===== src/rtl/core/pvscq_pkg.sv =====
// Package for the PV string connect qualifier: widths, register map,
// configuration and lane status types. No dependencies.
`default_nettype none

package pvscq_pkg;

   // Number of solar input channels, one lane each (range 1 to 7).
   localparam int NUM_CHANNELS = 4;

   localparam int VOLT_W     = 16;
   localparam int THRESH_W   = 15;
   localparam int TICK_W     = 16;
   localparam int CHAN_CNT_W = 3;
   localparam int ON_CNT_W   = 3;

   // Sample width plus one bit, so unsigned thresholds compare as signed.
   localparam int CMP_W = VOLT_W + 1;

   localparam logic [TICK_W-1:0]   TICK_MAX = {TICK_W{1'b1}};
   localparam logic [ON_CNT_W-1:0] ON_MAX   = {ON_CNT_W{1'b1}};

   // Stream payload widths.
   localparam int REQ_DATA_W = NUM_CHANNELS * VOLT_W;
   localparam int REQ_USER_W = 2;
   localparam int RSP_BITS   = NUM_CHANNELS + ON_CNT_W + 2;
   localparam int RSP_DATA_W = ((RSP_BITS + 7) / 8) * 8;

   // Register map: register i at byte address 4*i.
   localparam int CSR_ADDR_W = 5;
   localparam int CSR_DATA_W = 32;
   localparam int REG_IDX_W  = 3;

   localparam logic [REG_IDX_W-1:0] REG_START_VOLT       = 3'd0;
   localparam logic [REG_IDX_W-1:0] REG_TURN_OFF_VOLT    = 3'd1;
   localparam logic [REG_IDX_W-1:0] REG_OFF_MARGIN       = 3'd2;
   localparam logic [REG_IDX_W-1:0] REG_CONNECT_TICKS    = 3'd3;
   localparam logic [REG_IDX_W-1:0] REG_DISCONNECT_TICKS = 3'd4;
   localparam logic [REG_IDX_W-1:0] REG_HIGH_VOLT        = 3'd5;
   localparam logic [REG_IDX_W-1:0] REG_CHANNELS_IN_USE  = 3'd6;

   typedef struct packed {
      logic [THRESH_W-1:0]   start_volt;
      logic [THRESH_W-1:0]   turn_off_volt;
      logic [THRESH_W-1:0]   off_margin;
      logic [TICK_W-1:0]     connect_ticks;
      logic [TICK_W-1:0]     disconnect_ticks;
      logic [THRESH_W-1:0]   high_volt;
      logic [CHAN_CNT_W-1:0] channels_in_use;
   } cfg_type;

   localparam cfg_type CFG_RESET = '{
      start_volt:       15'd2500,
      turn_off_volt:    15'd2000,
      off_margin:       15'd200,
      connect_ticks:    16'd200,
      disconnect_ticks: 16'd50,
      high_volt:        15'd11000,
      channels_in_use:  3'd4
   };

   // What one lane reports for the item being taken.
   typedef struct packed {
      logic connected;      // connected bit after this item
      logic connect_evt;    // channel connects on this item
      logic disconnect_evt; // channel disconnects on this item
      logic over_high;      // sample above the overvoltage level
   } lane_stat_type;

endpackage

`default_nettype wire


===== src/rtl/core/pvscq_lane.sv =====
// One channel lane: connect / disconnect qualification with tick counters.
// Depends on pvscq_pkg.
`default_nettype none

module pvscq_lane (
   input  logic                                   clock,
   input  logic                                   reset,
   input  logic                                   update,
   input  pvscq_pkg::cfg_type                     cfg,
   input  logic signed [pvscq_pkg::VOLT_W-1:0]    volt,
   output logic                                   connected,
   output pvscq_pkg::lane_stat_type               stat
);
   import pvscq_pkg::*;

   logic              connected_ff, connected_in;
   logic [TICK_W-1:0] conn_cnt_ff, conn_cnt_in;
   logic [TICK_W-1:0] disc_cnt_ff, disc_cnt_in;
   logic [TICK_W-1:0] conn_cnt_inc, disc_cnt_inc;

   logic signed [CMP_W-1:0] volt_x, start_x, turn_off_x, high_x, off_level;
   logic                    above_on, below_off;
   logic                    connect_evt, disconnect_evt;

   assign volt_x     = {volt[VOLT_W-1], volt};
   assign start_x    = $signed({2'b00, cfg.start_volt});
   assign turn_off_x = $signed({2'b00, cfg.turn_off_volt});
   assign high_x     = $signed({2'b00, cfg.high_volt});
   assign off_level  = turn_off_x - $signed({2'b00, cfg.off_margin});

   assign above_on  = (volt_x > start_x) && (volt_x > turn_off_x);
   assign below_off = volt_x < off_level;

   // Saturate at full scale.
   assign conn_cnt_inc = (conn_cnt_ff == TICK_MAX) ? conn_cnt_ff : conn_cnt_ff + 1'b1;
   assign disc_cnt_inc = (disc_cnt_ff == TICK_MAX) ? disc_cnt_ff : disc_cnt_ff + 1'b1;

   always_comb begin
      connected_in   = connected_ff;
      conn_cnt_in    = '0;
      disc_cnt_in    = '0;
      connect_evt    = 1'b0;
      disconnect_evt = 1'b0;
      if (!connected_ff) begin
         if (above_on) begin
            if (conn_cnt_inc > cfg.connect_ticks) begin
               connected_in = 1'b1;
               connect_evt  = 1'b1;
            end else begin
               conn_cnt_in = conn_cnt_inc;
            end
         end
      end else begin
         if (below_off) begin
            if (disc_cnt_inc > cfg.disconnect_ticks) begin
               connected_in   = 1'b0;
               disconnect_evt = 1'b1;
            end else begin
               disc_cnt_in = disc_cnt_inc;
            end
         end
      end
   end

   always_ff @(posedge clock) begin
      if (reset) begin
         connected_ff <= 1'b0;
         conn_cnt_ff  <= '0;
         disc_cnt_ff  <= '0;
      end else if (update) begin
         connected_ff <= connected_in;
         conn_cnt_ff  <= conn_cnt_in;
         disc_cnt_ff  <= disc_cnt_in;
      end
   end

   assign connected           = connected_ff;
   assign stat.connected      = connected_in;
   assign stat.connect_evt    = update & connect_evt;
   assign stat.disconnect_evt = update & disconnect_evt;
   assign stat.over_high      = volt_x > high_x;

endmodule

`default_nettype wire


===== src/rtl/core/pvscq_merge.sv =====
// Merge stage: on-count chain in channel order, low and high flags.
// Depends on pvscq_pkg.
`default_nettype none

module pvscq_merge (
   input  logic                                                     clock,
   input  logic                                                     reset,
   input  logic                                                     update,
   input  logic                                                     svg_active,
   input  logic [pvscq_pkg::NUM_CHANNELS-1:0]                       lane_use,
   input  pvscq_pkg::lane_stat_type [pvscq_pkg::NUM_CHANNELS-1:0]   lane_stat,
   output logic [pvscq_pkg::ON_CNT_W-1:0]                           on_count,
   output logic                                                     volt_low_flag,
   output logic                                                     volt_high_flag
);
   import pvscq_pkg::*;

   logic [ON_CNT_W-1:0] on_count_ff, on_count_in;
   logic                low_ff, low_in;
   logic                high_ff, high_in;

   // Apply events lane by lane: increment saturates, decrement floors at 1.
   always_comb begin
      logic [ON_CNT_W-1:0] cnt_v;
      logic                any_on;
      logic                any_high;
      cnt_v    = on_count_ff;
      any_on   = 1'b0;
      any_high = 1'b0;
      for (int i = 0; i < NUM_CHANNELS; i++) begin
         if (lane_use[i]) begin
            if (lane_stat[i].connect_evt) begin
               cnt_v = (cnt_v == ON_MAX) ? cnt_v : cnt_v + 1'b1;
            end else if (lane_stat[i].disconnect_evt) begin
               cnt_v = (cnt_v <= ON_CNT_W'(2)) ? ON_CNT_W'(1) : cnt_v - 1'b1;
            end
            any_on   = any_on | lane_stat[i].connected;
            any_high = any_high | lane_stat[i].over_high;
         end
      end
      on_count_in = cnt_v;
      low_in      = !any_on && !svg_active;
      high_in     = any_high;
   end

   always_ff @(posedge clock) begin
      if (reset) begin
         on_count_ff <= '0;
         low_ff      <= 1'b0;
         high_ff     <= 1'b0;
      end else if (update) begin
         on_count_ff <= on_count_in;
         low_ff      <= low_in;
         high_ff     <= high_in;
      end
   end

   assign on_count       = on_count_ff;
   assign volt_low_flag  = low_ff;
   assign volt_high_flag = high_ff;

endmodule

`default_nettype wire


===== src/rtl/core/pv_string_connect_qualifier_core.sv =====
// Top level of the PV string connect qualifier: stream handshake, register
// file and lane array. Depends on pvscq_pkg, pvscq_lane and pvscq_merge.
`default_nettype none

// Channel   Direction  Handshake                Contents
// req_      in         tvalid/tready            one sample per channel + hold, svg flags
// rsp_      out        tvalid/tready            connected mask, on-count, low/high flags
// csr_      in/out     APB psel/penable/pready  seven configuration registers
//
// One item per cycle; results are registered. All channel lanes evaluate in
// parallel; the merge stage then walks the on-count through the lanes in
// channel order within the accepting cycle. The state registers double as
// the output register: an item is taken while the previous result is being
// taken in the same cycle. A stalled result stalls the input side; nothing
// is dropped. Reset clears all state and loads the register defaults.

module pv_string_connect_qualifier_core (
   input  logic                                 clock,
   input  logic                                 reset,
   // Input stream
   input  logic                                 req_tvalid,
   output logic                                 req_tready,
   input  logic [pvscq_pkg::REQ_DATA_W-1:0]     req_tdata,  // volt_ch0 .. volt_ch3, 16 b each
   input  logic [pvscq_pkg::REQ_USER_W-1:0]     req_tuser,  // hold, svg_active
   // Result stream
   output logic                                 rsp_tvalid,
   input  logic                                 rsp_tready,
   output logic [pvscq_pkg::RSP_DATA_W-1:0]     rsp_tdata,  // connected_mask, on_count,
                                                            // volt_low_flag, volt_high_flag
   // Configuration port
   input  logic                                 csr_psel,
   input  logic                                 csr_penable,
   input  logic                                 csr_pwrite,
   input  logic [pvscq_pkg::CSR_ADDR_W-1:0]     csr_paddr,
   input  logic [pvscq_pkg::CSR_DATA_W-1:0]     csr_pwdata,
   output logic [pvscq_pkg::CSR_DATA_W-1:0]     csr_prdata,
   output logic                                 csr_pready
);
   import pvscq_pkg::*;

   cfg_type                cfg_ff, cfg_in;
   logic [REG_IDX_W-1:0]   reg_idx;
   logic                   csr_write;

   logic                   rsp_tvalid_ff, rsp_tvalid_in;
   logic                   accept;
   logic                   update;
   logic                   hold;
   logic                   svg_active;

   logic [NUM_CHANNELS-1:0]                connected_mask;
   logic [NUM_CHANNELS-1:0]                lane_use;
   lane_stat_type [NUM_CHANNELS-1:0]       lane_stat;
   logic [ON_CNT_W-1:0]                    on_count;
   logic                                   volt_low_flag;
   logic                                   volt_high_flag;

   // ---------------------------------------------------------------
   // Register file. Writes complete in the access phase.
   // ---------------------------------------------------------------
   assign csr_pready = 1'b1;
   assign reg_idx    = csr_paddr[CSR_ADDR_W-1:2];
   assign csr_write  = csr_psel & csr_penable & csr_pwrite & csr_pready;

   always_comb begin
      cfg_in = cfg_ff;
      if (csr_write) begin
         case (reg_idx)
            REG_START_VOLT:       cfg_in.start_volt       = csr_pwdata[THRESH_W-1:0];
            REG_TURN_OFF_VOLT:    cfg_in.turn_off_volt    = csr_pwdata[THRESH_W-1:0];
            REG_OFF_MARGIN:       cfg_in.off_margin       = csr_pwdata[THRESH_W-1:0];
            REG_CONNECT_TICKS:    cfg_in.connect_ticks    = csr_pwdata[TICK_W-1:0];
            REG_DISCONNECT_TICKS: cfg_in.disconnect_ticks = csr_pwdata[TICK_W-1:0];
            REG_HIGH_VOLT:        cfg_in.high_volt        = csr_pwdata[THRESH_W-1:0];
            REG_CHANNELS_IN_USE:  cfg_in.channels_in_use  = csr_pwdata[CHAN_CNT_W-1:0];
            default:              cfg_in = cfg_ff;
         endcase
      end
   end

   always_comb begin
      case (reg_idx)
         REG_START_VOLT:       csr_prdata = CSR_DATA_W'(cfg_ff.start_volt);
         REG_TURN_OFF_VOLT:    csr_prdata = CSR_DATA_W'(cfg_ff.turn_off_volt);
         REG_OFF_MARGIN:       csr_prdata = CSR_DATA_W'(cfg_ff.off_margin);
         REG_CONNECT_TICKS:    csr_prdata = CSR_DATA_W'(cfg_ff.connect_ticks);
         REG_DISCONNECT_TICKS: csr_prdata = CSR_DATA_W'(cfg_ff.disconnect_ticks);
         REG_HIGH_VOLT:        csr_prdata = CSR_DATA_W'(cfg_ff.high_volt);
         REG_CHANNELS_IN_USE:  csr_prdata = CSR_DATA_W'(cfg_ff.channels_in_use);
         default:              csr_prdata = '0;
      endcase
   end

   always_ff @(posedge clock) begin
      if (reset) begin
         cfg_ff <= CFG_RESET;
      end else begin
         cfg_ff <= cfg_in;
      end
   end

   // ---------------------------------------------------------------
   // Handshake. Take an item whenever the result slot is free or is
   // being emptied this cycle; hold the result while the sink stalls.
   // ---------------------------------------------------------------
   assign req_tready    = !rsp_tvalid_ff || rsp_tready;
   assign accept        = req_tvalid && req_tready;
   assign rsp_tvalid_in = accept || (rsp_tvalid_ff && !rsp_tready);

   always_ff @(posedge clock) begin
      if (reset) begin
         rsp_tvalid_ff <= 1'b0;
      end else begin
         rsp_tvalid_ff <= rsp_tvalid_in;
      end
   end

   assign hold       = req_tuser[0];
   assign svg_active = req_tuser[1];

   // Hold freezes every state bit; the result then repeats the stored state.
   assign update = accept && !hold;

   // ---------------------------------------------------------------
   // Lane array. Lanes past channels_in_use keep their state and are
   // left out of the flags, but still show in the mask.
   // ---------------------------------------------------------------
   for (genvar i = 0; i < NUM_CHANNELS; i++) begin : g_lane
      assign lane_use[i] = cfg_ff.channels_in_use > CHAN_CNT_W'(i);

      pvscq_lane u_lane (
         .clock     (clock),
         .reset     (reset),
         .update    (update && lane_use[i]),
         .cfg       (cfg_ff),
         .volt      ($signed(req_tdata[i*VOLT_W +: VOLT_W])),
         .connected (connected_mask[i]),
         .stat      (lane_stat[i])
      );
   end

   pvscq_merge u_merge (
      .clock          (clock),
      .reset          (reset),
      .update         (update),
      .svg_active     (svg_active),
      .lane_use       (lane_use),
      .lane_stat      (lane_stat),
      .on_count       (on_count),
      .volt_low_flag  (volt_low_flag),
      .volt_high_flag (volt_high_flag)
   );

   // The state registers hold exactly the result of the last item taken.
   assign rsp_tvalid = rsp_tvalid_ff;
   assign rsp_tdata  = RSP_DATA_W'({volt_high_flag, volt_low_flag, on_count, connected_mask});

endmodule

`default_nettype wire

===== config.mk =====
export PLATFORM = sky130hd
export DESIGN_NAME = pv_string_connect_qualifier_core
export DESIGN_NICKNAME = d
export VERILOG_FILES = /design/src/rtl/core/pvscq_pkg.sv /design/src/rtl/core/pvscq_lane.sv /design/src/rtl/core/pvscq_merge.sv /design/src/rtl/core/pv_string_connect_qualifier_core.sv
export SDC_FILE = /design/constraint.sdc
export NUM_CORES = 1
export LEC_CHECK = 0
export BUFFER_PORTS_ARGS = -buffer_cell sky130_fd_sc_hd__buf_2
export CAP_MARGIN = 25
export CORE_MARGIN = 2
export CORE_UTILIZATION = 45
export CTS_BUF_LIST = sky130_fd_sc_hd__clkbuf_4
export CTS_CLUSTER_SIZE = 16
export DETAILED_ROUTE_END_ITERATION = 8
export PLACE_DENSITY = 0.7
export SLEW_MARGIN = 20
export SYNTH_ARGS = -nofsm -noshare
export SYNTH_HDL_FRONTEND = slang
export SYNTH_SLANG_ARGS = --single-unit

===== constraint.sdc =====
create_clock -name clock -period 24 [get_ports clock]
set_clock_uncertainty 0.05 [all_clocks]
set_input_delay 2.4 -clock clock [delete_from_list [all_inputs] [get_ports clock]]
set_output_delay 2.4 -clock clock [all_outputs]
set_load 0.05 [all_outputs]

; Yosys cells after proc, flatten, opt, wreduce, memory -nomap -nowiden
; Cells that the tools add are included.
[word_totals]
elab_cells = 230
inputBits = 110
reg_bits = 233
output_inout_bits = 51
[classes]
n_reduce_logical = 27
n_bitwise = 16
magnitude_cmp = 32
n_eq_ne = 18
add_sub_neg = 17
muxes = 97
[op_table]
columns = op, count
row1 = $mux 16, 32
row2 = $gt 16x16->1, 20
row3 = $add 16x1->16 const B, 8
row4 = $eq 16x16->1 const B, 8
row5 = $pmux 16 s7, 1
row6 = $lt 16x16->1, 4
row7 = $mux 3, 20
row8 = $mux 1, 44
row9 = $eq 3x3->1 const B, 7
row10 = $sub 15x15->16, 1
row11 = $reduce_and 2->1, 7
row12 = $add 3x1->3 const B, 4
row13 = $le 3x2->1 const B, 4
row14 = $logic_and 1x1->1, 12
row15 = $sub 3x1->3 const B, 4
row16 = $and 1x1->1, 10
row17 = $eq 3x2->1 const B, 2
row18 = $gt 3x1->1 const B, 2
row19 = $gt 3x2->1 const B, 2
row20 = $or 1x1->1, 6
row21 = $logic_not 1->1, 5
row22 = $eq 3x1->1 const B, 1
row23 = $logic_not 3->1, 1
row24 = $logic_or 1x1->1, 2

; Longest topological paths before layout
[logic_depth]
word_depth = 25
depth_mapped = 38
mapped_depth_nobuf = 38

; Cells and area by module
; From an unflattened synthesis, not the netlist that was laid out.
[hier_totals]
hier_cells = 3349
area_unflattened_um2 = 25739.7
[by_module_without_submodules]
columns = mod, area_per_inst_um2, cells_each, seq_area_each_um2, instances
row1 = pvscq_lane at g_lane[0].u_lane ..., 4981.0, 666, 660.6, 3
row2 = pvscq_lane at g_lane[1].u_lane, 4993.5, 659, 660.6, 1
row3 = pv_string_connect_qualifier_core, 4748.3, 561, 1921.8, 1
row4 = pvscq_merge, 1054.8, 131, 100.1, 1

; Worst setup path before layout
; No wires, ideal clock.
[synth_timing]
kind = in2reg
from = in req_tdata[2] (netlist bit)
to = reg u_merge.on_count_ff[0] (netlist: u_merge.on_count[0])
setup_time_ps = 122
arrival_ps = 7507
slack_ps = 16321
cell_stages = 24
n_path_buf = 0
required_ps = 23828
cell_sequence = ha_1 > a21o_1 > a221o_1 > a221oi_1 > o31ai_1 > nand4b_1 > a2bb2oi_1 > and3_1 > inv_1 > ha_1 > mux2_2 > o311a_1 > nor2_1 > inv_2 > ha_1 > a2111o_1 > a31o_1 > a21o_1 > nor2b_1 > a221o_2 > ha_1 > a21o_4 > and3_1 > a221o_1
[synth_via]
elab_chain_len = 22
elab_cells_between_ends = 40
classes_between = add/sub (6) / order compare (6) / eq/ne (3) / mux (22) / bitwise (2) / reduce/logical (1)
[synth_rtl]
columns = element, line_no
row1 = start: declaration, pv_string_connect_qualifier_core.sv:23  ; input logic [pvscq_pkg::REQ_DATA_W-1:0] req_tdata,
row2 = $lt 16x16->1 / $gt 16x16->1 (equally long branches), "pvscq_lane.sv:32, pvscq_lane.sv:31"
row3 = $mux 1 / $logic_and 1x1->1 (equally long branches), "pvscq_lane.sv:54, pvscq_lane.sv:31"
row4 = "$mux 1, on equally long branches", "pvscq_lane.sv:44, pvscq_lane.sv:45"
row5 = $and 1x1->1 / $mux 1 (equally long branches), "pvscq_lane.sv:80, pvscq_lane.sv:44"
row6 = $mux 3 / $and 1x1->1 (equally long branches), "pvscq_merge.sv:34, pvscq_lane.sv:79"
row7 = $mux 3 *, pvscq_merge.sv:32  ; if (lane_stat[i].connect_evt) begin
row8 = $mux 3 *, pvscq_merge.sv:31  ; if (lane_use[i]) begin
row9 = $sub 3x1->3 / $le 3x2->1 (equally long branches), pvscq_merge.sv:35  ; cnt_v = (cnt_v <= ON_CNT_W'(2)) ? ON_CNT_W'(1) : cnt_v - 1'b1;
row10 = [... 6 more ...], n/a
row11 = $mux 3, pvscq_merge.sv:34  ; end else if (lane_stat[i].disconnect_evt) begin
row12 = $mux 3, pvscq_merge.sv:32
row13 = $mux 3 *, pvscq_merge.sv:31
row14 = $sub 3x1->3 / $le 3x2->1 (equally long branches), pvscq_merge.sv:35
row15 = $mux 3, pvscq_merge.sv:35
row16 = $mux 3, pvscq_merge.sv:34
row17 = $mux 3, pvscq_merge.sv:32
row18 = $mux 3 *, pvscq_merge.sv:31
row19 = end signal: assignment, pvscq_merge.sv:52  ; on_count_ff <= on_count_in;
row20 = end: declaration, pvscq_merge.sv:18  ; logic [ON_CNT_W-1:0] on_count_ff, on_count_in;
; Mark *: on every way between the ends. The rest lies on a longest branch, timed or not.
; A chain may end at the register's enable or synchronous reset.

; Worst setup path after layout
[layout_timing]
from = reg cfg_ff[65] (netlist bit)
to = reg u_merge.on_count_ff[0] (netlist: u_merge.on_count[0])
[layout_via]
elab_chain_len = 23
elab_cells_between_ends = 67
classes_between = add/sub (7) / order compare (11) / eq/ne (3) / mux (34) / bitwise (8) / reduce/logical (4)
[layout_rtl]
columns = element, line_no
row1 = start: declaration, pv_string_connect_qualifier_core.sv:41  ; cfg_type cfg_ff, cfg_in;
row2 = start signal: assignment, pv_string_connect_qualifier_core.sv:98  ; cfg_ff <= cfg_in;
row3 = $sub 15x15->16, pvscq_lane.sv:29  ; assign off_level = turn_off_x - $signed({2'b00, cfg.off_margin});
row4 = $lt 16x16->1, pvscq_lane.sv:32  ; assign below_off = volt_x < off_level;
row5 = $mux 1, pvscq_lane.sv:54  ; if (below_off) begin
row6 = $mux 1, pvscq_lane.sv:44  ; if (!connected_ff) begin
row7 = $and 1x1->1, pvscq_lane.sv:80  ; assign stat.disconnect_evt = update & disconnect_evt;
row8 = $mux 3, pvscq_merge.sv:34
row9 = $mux 3, pvscq_merge.sv:32
row10 = $mux 3, pvscq_merge.sv:31
row11 = [... 7 more ...], n/a
row12 = $mux 3, pvscq_merge.sv:34
row13 = $mux 3, pvscq_merge.sv:32
row14 = $mux 3, pvscq_merge.sv:31
row15 = $sub 3x1->3 / $le 3x2->1 (equally long branches), pvscq_merge.sv:35
row16 = $mux 3, pvscq_merge.sv:35
row17 = $mux 3, pvscq_merge.sv:34
row18 = $mux 3, pvscq_merge.sv:32
row19 = $mux 3 *, pvscq_merge.sv:31
; Marked as above.

==> run metrics <==
FMAX 111 MHz; post-synthesis cell type count 87; Seq/Total Area, Yosys 0.214; clock-pin slew on the worst setup and hold paths 0.06 ns; worst vdd ir 0.0000312 V; total wire length 72500 µm; total number of vias 21646; xor and xnor area share after synthesis 0.0415; Slew Viols, Final 0; number of synthesized flops with an enable pin 0; CTS Sinks 233; drt pass-1 iters 6; flops & latches, synth 233; via/cell ratio 6.08; Hold WC Path Type reg2reg; Crit path top cell by count ha_1; Worst Max-Slew Pin Slew 1.07 ns; CP max stage delay 0.84 ns; Arr. time, crit path 9.66 ns; Crit-path slowest cell a2111oi_0; Pleak 10.4 nW; Post-DRT Antenna Nets 0; final setup TNS 0 ns; CTS buffer count 73; simple-gate share of the synthesized area 0.220; worst hold slack 0.406 ns; H-tree depth 3; largest net degree at the start of global routing 104; 1st-iter DRT viols 1821; DR WL/cell 20.4 µm; critical path type reg2reg; Synth Area per Inst 7.85 µm²; DIE AREA 0.0503 mm²; Resize count post-CTS 0; mapped cell area 0.0218 mm²; GP Congestion 0.948; post-layout util 0.498; Slew HR 0.267; setup violators final 0; commonest non-fill, non-tap cells in the layout 395 x ha_1, 287 x nor2_1, 284 x nand2_1; DRC 0; asr flop ratio synth 0; fin crit share 0.375; crit-path max FO 7; Final Hold Fails 0; number of max-cap violations 0; status completed; HPWL Detailed 56700 µm; crit path launch type flip-flop; PD cells 39.6 mW/mm²; layout cells sized above 1 0.101; mux contribution to synthesized area 0.0221; gr ovfl total 0; Synth Area in Compound Gates 0.223; Synth-to-Final Area Change 9.17%; CTS tree done; Clock Path Buffers 3; Final WS setup 14.99 ns; io pins 161; height of the die 224 µm; largest family of logic cells by synthesized area adder cells; clk root buf clkbuf_4; min Tclk post-route 9.01 ns; most common cell after layout, fill and taps aside ha_1; pre-CTS setup slack 15.17 ns; Skew-Pair Late Insertion Delay 0.81 ns; port buffer count 118; adder-cell share of the synthesized area 0.227; Total Power 0.944 mW; endpoint type of the worst setup path flip-flop; Post-CTS Hold Buffers 0; vias in the first global route 20600; RSZ-0062 raised after global routing no; Tot GR Track Use 0.283; Syn Inst Count 2781; CP required 24.65 ns; Die Wd 224 µm; post-CTS setup buffers 0; Syn. warnings 0; Core Area 0.0478 mm²; antenna violations before repair 9; initial core utilization 0.456; Rows 80; first-pass GRT wire length 112000 µm; top_reg_cell synth dfxtp_1; Final nets 3398
==> final cells by class <==
| type | count | area (µm²) |
|---|---|---|
| Antenna cell | 9 | 22.5 |
| Clock buffer | 98 | 736 |
| Clock inverter | 19 | 151 |
| Fill cell | 4665 | 24000 |
| Inverter | 143 | 537 |
| Multi-Input combinational cell | 2299 | 16200 |
| Sequential cell | 233 | 4660 |
| Tap cell | 615 | 769 |
| Timing Repair Buffer | 142 | 788 |
==> critical path, delay by kind of cell (launching register included) <==
| kind | cells | cell delay [ns] |
|---|---|---|
| AND/OR/NAND/NOR | 6 | 1.04 |
| XOR/XNOR | 1 | 0.50 |
| flip-flops | 1 | 0.44 |
| multiplexers | 1 | 0.34 |
| buffers and inverters | 3 | 0.23 |
| AO/OA/AOI/OAI | 18 | 5.07 |
| adder cells (fa/ha/maj) | 5 | 1.26 |
==> sequential cells by signal, summed over array words and instances (netlist names) <==
signal,flops
rsp_tvalid,1
cfg_ff,95
u_merge.volt_low_flag,1
g_lane.u_lane.conn_cnt_ff,64
u_merge.volt_high_flag,1
g_lane.u_lane.disc_cnt_ff,64
u_merge.on_count,3
g_lane.u_lane.connected,4
==> kinds of logic (layout without fill, tap and decap cells) <==
| logic type | after synthesis | in the layout |
|---|---|---|
| adders and majority gates | 396 | 396 |
| DFF | 233 | 233 |
| other | 2 | 33 |
| buffers and inverters | 271 | 402 |
| and+or+nand+nor | 1000 | 1000 |
| muxes | 44 | 44 |
| xor gates and xnor gates | 102 | 102 |
| AOI/OAI and AO/OA | 733 | 733 |
==> worst paths after layout <==
path / from / to / slack [ns] / cells after the start
setup / recovery: cfg_ff[65] / u_merge.on_count[0] / 14.99 / 34
setup reg to reg: cfg_ff[65] / u_merge.on_count[0] / 14.99 / 34
hold reg to reg: cfg_ff[81] / cfg_ff[81] / 0.41 / 2
hold / removal: cfg_ff[81] / cfg_ff[81] / 0.41 / 2
==> Yosys cell counts, types with 38 or more instances <==
master	instances	share of area
and3_1	38	0.011
dfxtp_1	233	0.21
xnor2_1	64	0.026
o21ai_0	91	0.021
a22oi_1	110	0.038
inv_1	142	0.024
clkbuf_1	90	0.015
a21o_1	64	0.022
nand3_1	85	0.019
a21oi_1	235	0.054
nor3_1	40	0.0092
ha_1	395	0.23
o21a_1	57	0.020
nor2b_1	58	0.017
nor2_1	288	0.049
nand4_1	64	0.018
nand2_1	284	0.049
==> metrics by stage <==
step | instances | area, µm²
global route | 3557 | 23800
finish | 3558 | 23800
global placement | 3429 | 22900
CTS | 3548 | 23800
detailed placement | 3431 | 22900
floorplan | 2803 | 21900
==> power by group <==
part | switching (mW) | internal [mW]
combinational | 0.104 | 0.0503
clock | 0.188 | 0.210
sequential | 0.00200 | 0.389
total | 0.294 | 0.649
==> metal layers <==
| metal | vias up | global-route usage | wire, µm |
|---|---|---|---|
| met3 | 175 | 0.0481 | 5610 |
| met4 | 2 | 0.132 | 3010 |
| met1 | 10269 | 0.372 | 31300 |
| met5 | - | 0 | 8 |
| met2 | 810 | 0.454 | 32600 |
| li1 | 10390 | - | - |
No activity file was read; power rests on OpenSTA's default activity.
